$ cat src/hw/rtl/npcm_pkg.sv
// ----------------------------------------------------------------------------
// npcm_pkg
// Shared types, the fixed 16-entry palette and the integer square root step
// used by the nearest palette color match pipeline.
// ----------------------------------------------------------------------------
package npcm_pkg;

  localparam int ChanW        = 8;
  localparam int IdxW         = 4;
  localparam int PalSize      = 16;
  localparam int SqW          = 18;
  localparam int RootW        = SqW / 2;
  localparam int RemW         = RootW + 3;
  localparam int StepsPerStage = 3;

  typedef logic [ChanW-1:0] chan_t;
  typedef logic [IdxW-1:0]  idx_t;
  typedef logic [RootW-1:0] root_t;

  typedef struct packed {
    chan_t r;
    chan_t g;
    chan_t b;
  } rgb_t;

  typedef struct packed {
    logic [SqW-1:0]  v;
    logic [RemW-1:0] rem;
    root_t           root;
  } sqrt_t;

  function automatic rgb_t pal_color(input idx_t idx);
    rgb_t c;
    case (idx)
      4'd0:    c = '{8'd0,   8'd0,   8'd0};
      4'd1:    c = '{8'd0,   8'd0,   8'd178};
      4'd2:    c = '{8'd0,   8'd178, 8'd0};
      4'd3:    c = '{8'd0,   8'd178, 8'd178};
      4'd4:    c = '{8'd178, 8'd0,   8'd0};
      4'd5:    c = '{8'd255, 8'd127, 8'd255};
      4'd6:    c = '{8'd204, 8'd153, 8'd102};
      4'd7:    c = '{8'd127, 8'd127, 8'd127};
      4'd8:    c = '{8'd0,   8'd0,   8'd0};
      4'd9:    c = '{8'd102, 8'd102, 8'd255};
      4'd10:   c = '{8'd102, 8'd255, 8'd102};
      4'd11:   c = '{8'd0,   8'd255, 8'd100};
      4'd12:   c = '{8'd255, 8'd102, 8'd102};
      4'd13:   c = '{8'd255, 8'd204, 8'd255};
      4'd14:   c = '{8'd255, 8'd255, 8'd0};
      4'd15:   c = '{8'd255, 8'd255, 8'd255};
      default: c = '{8'd0,   8'd0,   8'd0};
    endcase
    return c;
  endfunction

  // one root bit per step, two radicand bits shifted in
  function automatic sqrt_t sqrt_step(input sqrt_t s);
    sqrt_t           o;
    logic [RemW-1:0] rem2;
    logic [RemW-1:0] trial;
    rem2  = {s.rem[RemW-3:0], s.v[SqW-1:SqW-2]};
    trial = {{(RemW-RootW-2){1'b0}}, s.root, 2'b01};
    o.v   = {s.v[SqW-3:0], 2'b00};
    if (rem2 >= trial) begin
      o.rem  = rem2 - trial;
      o.root = {s.root[RootW-2:0], 1'b1};
    end else begin
      o.rem  = rem2;
      o.root = {s.root[RootW-2:0], 1'b0};
    end
    return o;
  endfunction

  function automatic sqrt_t sqrt_stage(input sqrt_t s);
    sqrt_t t;
    t = s;
    for (int k = 0; k < StepsPerStage; k++) begin
      t = sqrt_step(t);
    end
    return t;
  endfunction

endpackage

$ cat src/hw/rtl/npcm_lane.sv
// ----------------------------------------------------------------------------
// npcm_lane
// Distance from the pixel to one palette color: absolute differences,
// sum of squares, then a three-stage truncated square root.
// ----------------------------------------------------------------------------
module npcm_lane (
  input  logic            clk,
  input  npcm_pkg::chan_t px_red,
  input  npcm_pkg::chan_t px_green,
  input  npcm_pkg::chan_t px_blue,
  input  npcm_pkg::rgb_t  pal,
  output npcm_pkg::root_t dist_root
);

  npcm_pkg::chan_t dr_r, dg_r, db_r;
  logic [2*npcm_pkg::ChanW-1:0] dr_sq, dg_sq, db_sq;
  logic [npcm_pkg::SqW-1:0] sq_r;
  npcm_pkg::sqrt_t st1_r, st2_r, st3_r;
  npcm_pkg::sqrt_t st0;

  function automatic npcm_pkg::chan_t absdiff(input npcm_pkg::chan_t a,
                                              input npcm_pkg::chan_t b);
    return (a >= b) ? a - b : b - a;
  endfunction

  always_comb begin
    dr_sq    = {{npcm_pkg::ChanW{1'b0}}, dr_r} * {{npcm_pkg::ChanW{1'b0}}, dr_r};
    dg_sq    = {{npcm_pkg::ChanW{1'b0}}, dg_r} * {{npcm_pkg::ChanW{1'b0}}, dg_r};
    db_sq    = {{npcm_pkg::ChanW{1'b0}}, db_r} * {{npcm_pkg::ChanW{1'b0}}, db_r};
    st0.v    = sq_r;
    st0.rem  = '0;
    st0.root = '0;
  end

  always_ff @(posedge clk) begin
    dr_r  <= absdiff(pal.r, px_red);
    dg_r  <= absdiff(pal.g, px_green);
    db_r  <= absdiff(pal.b, px_blue);
    sq_r  <= {2'b00, dr_sq} + {2'b00, dg_sq} + {2'b00, db_sq};
    st1_r <= npcm_pkg::sqrt_stage(st0);
    st2_r <= npcm_pkg::sqrt_stage(st1_r);
    st3_r <= npcm_pkg::sqrt_stage(st2_r);
  end

  assign dist_root = st3_r.root;

endmodule

$ cat config.mk
export PLATFORM = sky130hd
export DESIGN_NAME = npcm_lane
export DESIGN_NICKNAME = d
export VERILOG_FILES = /design/src/hw/rtl/npcm_pkg.sv /design/src/hw/rtl/npcm_lane.sv
export SDC_FILE = /design/constraint.sdc
export NUM_CORES = 1
export LEC_CHECK = 0
export ABC_AREA = 1
export BUFFER_PORTS_ARGS = -buffer_cell sky130_fd_sc_hd__buf_2
export CORE_MARGIN = 10
export CORE_UTILIZATION = 60
export DETAILED_ROUTE_END_ITERATION = 10
export PLACE_DENSITY_LB_ADDON = 0.05
export SYNTH_ARGS = -nofsm -noshare
export SYNTH_HDL_FRONTEND = slang
export SYNTH_SLANG_ARGS = --single-unit
$ cat constraint.sdc
create_clock -name clk -period 8.55 [get_ports clk]
set_input_delay 0.855 -clock clk [delete_from_list [all_inputs] [get_ports clk]]
set_output_delay 0.855 -clock clk [all_outputs]
set_load 0.005 [all_outputs]
* Yosys cells after proc, flatten, opt, wreduce, memory -nomap -nowiden *
Cells that the tools add are included.

storage, ports and cells
  bits in registers = 107
  input bits = 49
  output and inout port bits = 9
  word-level logic and storage cells = 54

operators by class
  add/sub/neg operators = 16
  $mul = 3
  order comparisons = 12
  muxes and demuxes = 12

operator list
  operator                                                           number
  two-way mux 19 bit                                                 8
  greater-or-equal comparator 12 x 11 -> 1 bit                       8
  subtractor 10 bit                                                  7
  multiplier 8 x 8 -> 16 bit                                         3
  subtractor 8 bit                                                   6
  greater-or-equal comparator 8 bit                                  3
  two-way mux 8 bit                                                  3
  adder 17 x 16 -> 18 bit                                            1
  adder 16 x 16 -> 17 bit                                            1
  subtractor 2 x 1 -> 3 bit, second input constant                   1
  greater-or-equal comparator 2 x 1 -> 1 bit, second input constant  1
  two-way mux 1 bit                                                  1

* Depth between registers and ports, before layout *
Gate-level depths: netlist of the first run.

  depth in word-level cells = 6
  depth in mapped cells = 30
  gate-level depth less buffers = 28

* Worst setup path before layout of the first run *
OpenSTA, ideal clock, no wires.

  path type = flip-flop to flip-flop
  from = register db_r[0]
  to = register sq_r[17] in the netlist's numbering
  setup time = 0.072 ns
  arrival = 5.987 ns
  data required time = 8.478 ns
  path slack = 2.491 ns
  cell stages (with the launch flop) = 26
  path buffers = 1
  period minus slack after synthesis = 6.059 ns
  cell sequence = dfxtp_1 clkbuf_1 nand2_1 fa_1 fa_1 inv_1 fa_1 inv_1 fa_1 fa_1 fa_1 fa_1 inv_1 ha_1 a21oi_1 inv_1 a31oi_1 nor3_1 nor2_1 o21ai_0 nand3_1 nand2_1 a21oi_1 nor2_1 nor2_1 xnor2_1

on the way
  cells in the longest elaborated chain, start to end = 2

RTL lines
  element                     line             source
  start, declared             npcm_lane.sv:15  npcm_pkg::chan_t dr_r, dg_r, db_r;
  start signal, assigned      npcm_lane.sv:38  db_r <= absdiff(pal.b, px_blue);
  multiplier 8 x 8 -> 16 bit  npcm_lane.sv:29  db_sq = {{npcm_pkg::ChanW{1'b0}}, db_r} * {{npcm_pkg::ChanW{1'b0}}, db_r};
  adder 17 x 16 -> 18 bit     npcm_lane.sv:39  sq_r <= {2'b00, dr_sq} + {2'b00, dg_sq} + {2'b00, db_sq};
  end signal, assigned        npcm_lane.sv:39
  end, declared               npcm_lane.sv:17  logic [npcm_pkg::SqW-1:0] sq_r;

No other way between the ends.

* Final worst setup path of the first run *
  from = register db_r[1]
  to = register sq_r[17] in the netlist's numbering

Same word-level chain as after synthesis.

==> results of run 1 <==
-- layer usage --
metal,vias to the layer above,GRT usage
met5,-,0
met4,0,0.0548
met3,39,0.0243
met2,161,0.341
met1,4404,0.242
li1,4930,-
-- critical path, delay by kind of cell (launching register included) --
family	cells	cell delay, ns
and+or+nand+nor	7	0.78
AOI/OAI and AO/OA	4	0.73
DFF	1	0.55
adders and majority gates	8	3.95
buffers and inverters	4	0.19
xor gates and xnor gates	1	0.12
-- logic make-up after synthesis --
kind of cell | count (synthesis)
flops | 98
mux | 6
buf+inv | 440
xor+xnor | 66
simple gates | 520
fa+ha+maj | 314
compound gates | 154
-- metrics by stage --
| stage | instances | setup slack [ns] |
|---|---|---|
| global placement | 1902 | 2.28 |
| CTS | 1918 | 2.14 |
| finish | 1918 | 2.15 |
| global route | 1918 | 1.79 |
| detailed placement | 1902 | 2.15 |
| floorplan | 1598 | 2.49 |
-- cell type report --
cell class | instances | share of cell area
inverter | 417 | 0.118
tap | 270 | 0.0255
timing repair buffer | 57 | 0.0215
sequential | 98 | 0.148
multi-input combinational | 1060 | 0.662
clock buffer | 10 | 0.0180
clock inverter | 6 | 0.00633
-- cells in the mapped netlist (all sizes together) --
master and n:
a211o 1, a211oi 7, a21o 3, a21oi 63, a31oi 3, and3 2, buf 4, clkbuf 19
dfxtp 98, fa 139, ha 175, inv 417, mux2 3, mux2i 3, nand2 331, nand3 69
nand4 16, nor2 82, nor3 12, nor4 1, o211ai 5, o21a 4, o21ai 55, o21bai 4
o221ai 3, o22ai 3, o31ai 3, or2 7, xnor2 16, xor2 50
-- sequential cells by signal, summed over array words and instances, names as in the netlist --
name and count:
dr_r 8, db_r 8, st1_r 25, dist_root 9
sq_r 18, dg_r 8, st2_r 22
-- how the worst max path moves through the flow --
stage / slack, ns / cells after the start / start / to
after floorplan: 2.49 / 25 / db_r[0] / sq_r[17]
after global placement: 2.28 / 24 / db_r[0] / sq_r[17]
after detailed placement: 2.15 / 24 / db_r[0] / sq_r[17]
after CTS: 2.14 / 24 / db_r[0] / sq_r[17]
after global routing: 1.79 / 23 / db_r[0] / sq_r[16]
final: 2.15 / 24 / db_r[1] / sq_r[17]
==> summary.txt, run 1 <==
Detailed routing
  • DRT met1 WL: roughly 11000 um
  • Via count: 9534
  • First-pass DRT Iterations: 5
  • Initial DRC count: slightly above 400
  • Metal3 WL: roughly 800 um
  • Antenna Nets Post-Route: 0
  • Remaining DRCs: 0
  • Max layer used: met4
  • Wire length on met2: roughly 12000 um
  • Final WL: between 20000 and 25000 um
  • WL per Instance: between 10 and 15 um
  • Via-to-Cell Ratio: 4.97

Floorplanning
  • Die height: 164 um
  • Die width: approximately 160 um
  • Floorplan core area: 20300 um2
  • Row count: 52
  • I/O pin total: just under 60
  • Initial Util: 0.612
  • Die area: between 20000 and 30000 um2

Layout
  • Fin util: 0.653
  • # diodes: 0
  • Commonest non-fill, non-tap cell in the layout: inv_1
  • Layout cells sized above 1: 0.0734
  • Fin nets: 2006
  • Commonest cells after routing, fill and taps aside: 412 x inv_1, 317 x nand2_1, 175 x ha_1
  • Area Growth Syn to Fin: 6.70%
  • Final instance area: 13200 um2
  • Filler cell count in the final layout: between 1500 and 2000
  • Area of the multi-input gates: approximately 9000 um2
  • Register area: between 1500 and 2000 um2

Synthesis
  • Simple-gate share of the synthesized area: 0.185
  • Share of the synthesized area in the top cell type: 0.224
  • Ys Warns: 0
  • Post-synthesis adder-cell area fraction: 0.400
  • Synth Area per Inst: 7.77 um2
  • Compound-Gate Fraction of Synth Area: 0.0694
  • Mux cell area share after synthesis: 0.00514
  • Largest family of logic cells by synthesized area: adder cells
  • Synth Instances: between 1500 and 2000
  • Sequential fraction of the synthesis area: 0.158
  • #FFs+latches synth: 98
  • Syn nets: 1961
  • Unique masters post-synth: 44
  • Synth area leaders: fa_1 22%, ha_1 18%, dfxtp_1 16%
  • Mapped cell area: between 10000 and 15000 um2
  • Post-Synth XOR/XNOR Area: 0.0466
  • Cell taking the most area after synthesis: fa_1

Clocking
  • Clock latency on the worst-skew pair: 0.36 ns
  • Setup Fix Bufs, Post-CTS: 0
  • Total clock sinks: slightly below 100
  • Clock Root Buffer: clkbuf_16
  • CTS Hold Bufs: 0
  • Htree depth: 3
  • CTS buffer count: 9
  • TritonCTS clock tree: yes
  • Post-cts resize count: 0
  • Worst-path clk slew: ~0.080 ns
  • Clock tree buffer depth: 2

STA
  • RSZ-0062 raised after global routing: false
  • Max-slew headroom: 0.577
  • Worst-Margin Slew: between 0.6 and 0.7 ns
  • Final worst-path cycle share: 0.749
  • Final setup TNS: 0 ns
  • Min Hold Slack: 0.322 ns
  • FMAX: roughly 160 MHz
  • Slew Limit Fails: 0
  • Clock skew: around 0.012 ns
  • Endpoints failing hold: 0
  • Final worst path period need: ~6.4 ns
  • Setup violations, final: 0

Setup path
  • Slowest-stage cell, CP: dfxtp_1
  • Crit path capture type: register
  • CP required: just under 9 ns
  • R2R Path Start: db_r[1]
  • Crit-path cells: nand2_1 -> fa_1 -> fa_1 -> inv_1 -> fa_1 -> inv_1 -> fa_1 -> fa_1 -> fa_1 -> fa_1 -> inv_1 -> ha_1 -> a21oi_1 -> inv_1 -> a31oi_1 -> nor3_1 -> nor2_1 -> o21ai_0 -> nand3_1 -> nand2_1 -> a21oi_1 -> nor2_1 -> nor2_1 -> xnor2_1
  • Most used cell, CP: fa_1
  • Slowest stage delay, CP: between 0.5 and 0.6 ns
  • Flop-to-flop setup slack: ~2.1 ns
  • Worst Path Class, Setup: register to register
  • Worst R2R End: sq_r[17]
  • CP startpoint kind: register
  • Worst endpoint data arrival time: 6.69 ns
  • Worst r2r path cells: 24
  • CP max FO: 10

Worst hold path
  • Hold Path Class: register to register
  • Cell count of the worst hold path: 0
  • Min-delay src: st1_r[31]
  • Min-Delay Endpoint: st2_r[37]

Global route
  • GR Overflow Total: 0
  • GRT Total Usage: 0.193
  • Initial antenna violation count: 0
  • Number of global-route vias before repair: 9695
  • Largest net degree at the start of global routing: 19
  • First-pass GRT wire length: around 44000 um

Place
  • PortBufs: 57
  • DP Area: between 10000 and 15000 um2
  • Routability cong.: 0.909
  • DP Wirelength: about 21000 um

Run
  • Max_cap viols: 0

Outcome
  • Status: complete, no violations
Power of run 1 is not shown: default switching activity piles up to over one toggle a cycle in this logic, so the estimate is an artifact.
==> run 2: changes to the inputs <==
--- a/config.mk
+++ b/config.mk
@@ -8,7 +8,7 @@
 export ABC_AREA = 1
 export BUFFER_PORTS_ARGS = -buffer_cell sky130_fd_sc_hd__buf_2
 export CORE_MARGIN = 10
-export CORE_UTILIZATION = 60
+export CORE_UTILIZATION = 58
 export DETAILED_ROUTE_END_ITERATION = 10
 export PLACE_DENSITY_LB_ADDON = 0.05
 export SYNTH_ARGS = -nofsm -noshare
==> constraint.sdc (replaced) <==
create_clock -name clk -period 5.6 [get_ports clk]
set_input_delay 0.56 -clock clk [delete_from_list [all_inputs] [get_ports clk]]
set_output_delay 0.56 -clock clk [all_outputs]
set_load 0.005 [all_outputs]
==> run 2 against run 1 <==
  * The flow now finishes with violations (setup timing)
  * Hold slack got worse by 0.0029 ns
  * Design area increased by 7.1%
  * Clock skew increased by 0.0066 ns
  * Fmax increased by 12%
  * Cell count increased by 4.2%
  * Sequential cell count unchanged
  * Critical endpoint is now sq_r[16]
==> summary.txt, run 2 (synthesis results as in run 1) <==
Floorplanning
  • Initial Util: 0.591
  • Die height: between 150 and 200 um
  • Die width: ~170 um
  • Floorplan core area: between 20000 and 25000 um2
  • Die area: ~28000 um2
  • Row count: between 50 and 60
  • I/O pin total: 58

STA
  • Min Hold Slack: 0.319 ns
  • Final worst path period need: 5.71 ns
  • Worst-Margin Slew: about 0.64 ns
  • Clock skew: approximately 0.018 ns
  • Endpoints failing hold: 0
  • FMAX: approximately 180 MHz
  • Setup violations, final: 2
  • Final setup margin: -0.109 ns
  • RSZ-0062 raised after global routing: true
  • Max-slew headroom: 0.568
  • Slew Limit Fails: 0
  • Final worst-path cycle share: 1.02

Setup path
  • CP startpoint kind: register
  • Crit path capture type: register
  • CP max FO: 3
  • Worst Path Class, Setup: register to register
  • R2R Path Start: dr_r[4]
  • CP required: a little under 6 ns
  • CP startpoint: dr_r[4]
  • Worst endpoint data arrival time: 5.95 ns

Layout
  • Fin nets: 2082
  • Fin util: 0.675
  • # diodes: 0
  • Most flops, register: st1_r
  • Commonest cells after routing, fill and taps aside: 399 x inv_1, 298 x nand2_1, 167 x ha_1
  • Max FFs per register: 25
  • Non-filler instance count after layout: 1999
  • Area of the multi-input gates: around 9100 um2
  • Register area: ~2000 um2
  • Commonest non-fill, non-tap cell in the layout: inv_1
  • Layout cells sized above 1: 0.162
  • Top flop regs: st1_r x25, st2_r x22, sq_r x18
  • Filler cell count in the final layout: ~1800
  • Area Growth Syn to Fin: 14.2%

Detailed routing
  • Wire length on met2: approximately 13000 um
  • Via-to-Cell Ratio: slightly below 5
  • Remaining DRCs: 0
  • First-pass DRT Iterations: 5
  • Antenna Nets Post-Route: 0
  • DRT met1 WL: ~11000 um
  • Metal3 WL: about 520 um
  • WL per Instance: between 10 and 15 um
  • Initial DRC count: 388
  • Max layer used: met4
  • Final WL: 24900 um
  • Via count: 9757

Clocking
  • Clock latency on the worst-skew pair: about 0.37 ns
  • TritonCTS clock tree: yes
  • Clock tree buffer depth: 2
  • Worst-path clk slew: 0.08 ns
  • Htree depth: 3
  • Total clock sinks: 98
  • CTS buffer count: 9
  • Clock Root Buffer: clkbuf_16

Global route
  • Largest net degree at the start of global routing: 21
  • Number of global-route vias before repair: ~10000
  • First-pass GRT wire length: around 44000 um
  • Initial antenna violation count: 0
  • GR Overflow Total: 0
  • GRT Total Usage: 0.184

Place
  • Routability cong.: approximately 0.9
  • Worst setup slack after placement: -0.196 ns
  • PortBufs: 57
  • DP Wirelength: about 22000 um
  • Placed cells: ~2000

Worst hold path
  • Min-delay src: sq_r[5]
  • Hold Path Class: register to register

Outcome
  • Status: complete, but fails checks
  • Failing checks: setup timing

Run
  • Max_cap viols: 0
run 2: cell count changes in the layout (fill, tap and decap cells not counted), moves of 11 or more:
cell,before,now
dfxtp_4,0,15
nand2_2,11,22
dfxtp_1,98,77
inv_2,5,18
buf_4,0,71
nand2_1,317,298
inv_1,412,399
run 2: layout make-up:
| type | instances | share of cell area |
|---|---|---|
| Inverter | 417 | 0.110 |
| Timing Repair Buffer | 133 | 0.0623 |
| Tap cell | 275 | 0.0243 |
| Sequential cell | 98 | 0.143 |
| Multi-Input combinational cell | 1060 | 0.639 |
| Clock inverter | 7 | 0.00556 |
| Clock buffer | 9 | 0.0159 |
run 2: final timing paths:
path | to | slack (ns) | cells after the start
worst min register to register | st1_r[32] | 0.32 | 0
worst max register to register | sq_r[16] | -0.11 | 23
worst max-delay path | sq_r[16] | -0.11 | 23
worst min-delay path | st1_r[32] | 0.32 | 0
run 2: repair_timing:
| item | 4_1_cts | 5_1_grt |
|---|---|---|
| setup buffers | 6 | 1 |
| resized for setup | 36 | 40 |
| hold buffers | 0 | 0 |
| endpoints found under the setup margin | 5 | 6 |
| pin swaps | 46 | 47 |
run 2: per-layer routing:
| metal | vias to the layer above | global-route usage |
|---|---|---|
| li1 | 5081 | - |
| met1 | 4538 | 0.225 |
| met2 | 116 | 0.342 |
| met3 | 22 | 0.0187 |
| met4 | 0 | 0.0382 |
| met5 | - | 0 |
run 2: worst max-delay path, stage by stage, from the launching register on:
cell      delay [ns]
dfxtp_4         0.37
nand2_4         0.08
inv_2           0.04
fa_1            0.52
inv_1           0.05
fa_1            0.46
fa_1            0.49
inv_1           0.06
fa_2            0.53
inv_2           0.04
fa_2            0.53
fa_2            0.44
inv_2           0.06
fa_2            0.44
ha_4            0.29
a21oi_4         0.05
o21ai_2         0.17
a21oi_2         0.07
o21bai_1        0.19
a21oi_1         0.10
o21bai_1        0.20
nand2_1         0.10
o21a_1          0.18
xor2_1          0.14
run 2: per-stage QoR:
step | area (um2) | setup TNS, ns
floorplan | 12600 | -0.167
global placement | 13600 | -0.254
detailed placement | 13600 | -0.478
CTS | 14100 | -0.192
global route | 14200 | -1.10
finish | 14200 | -0.182
Power of run 2 is left out for the same reason.
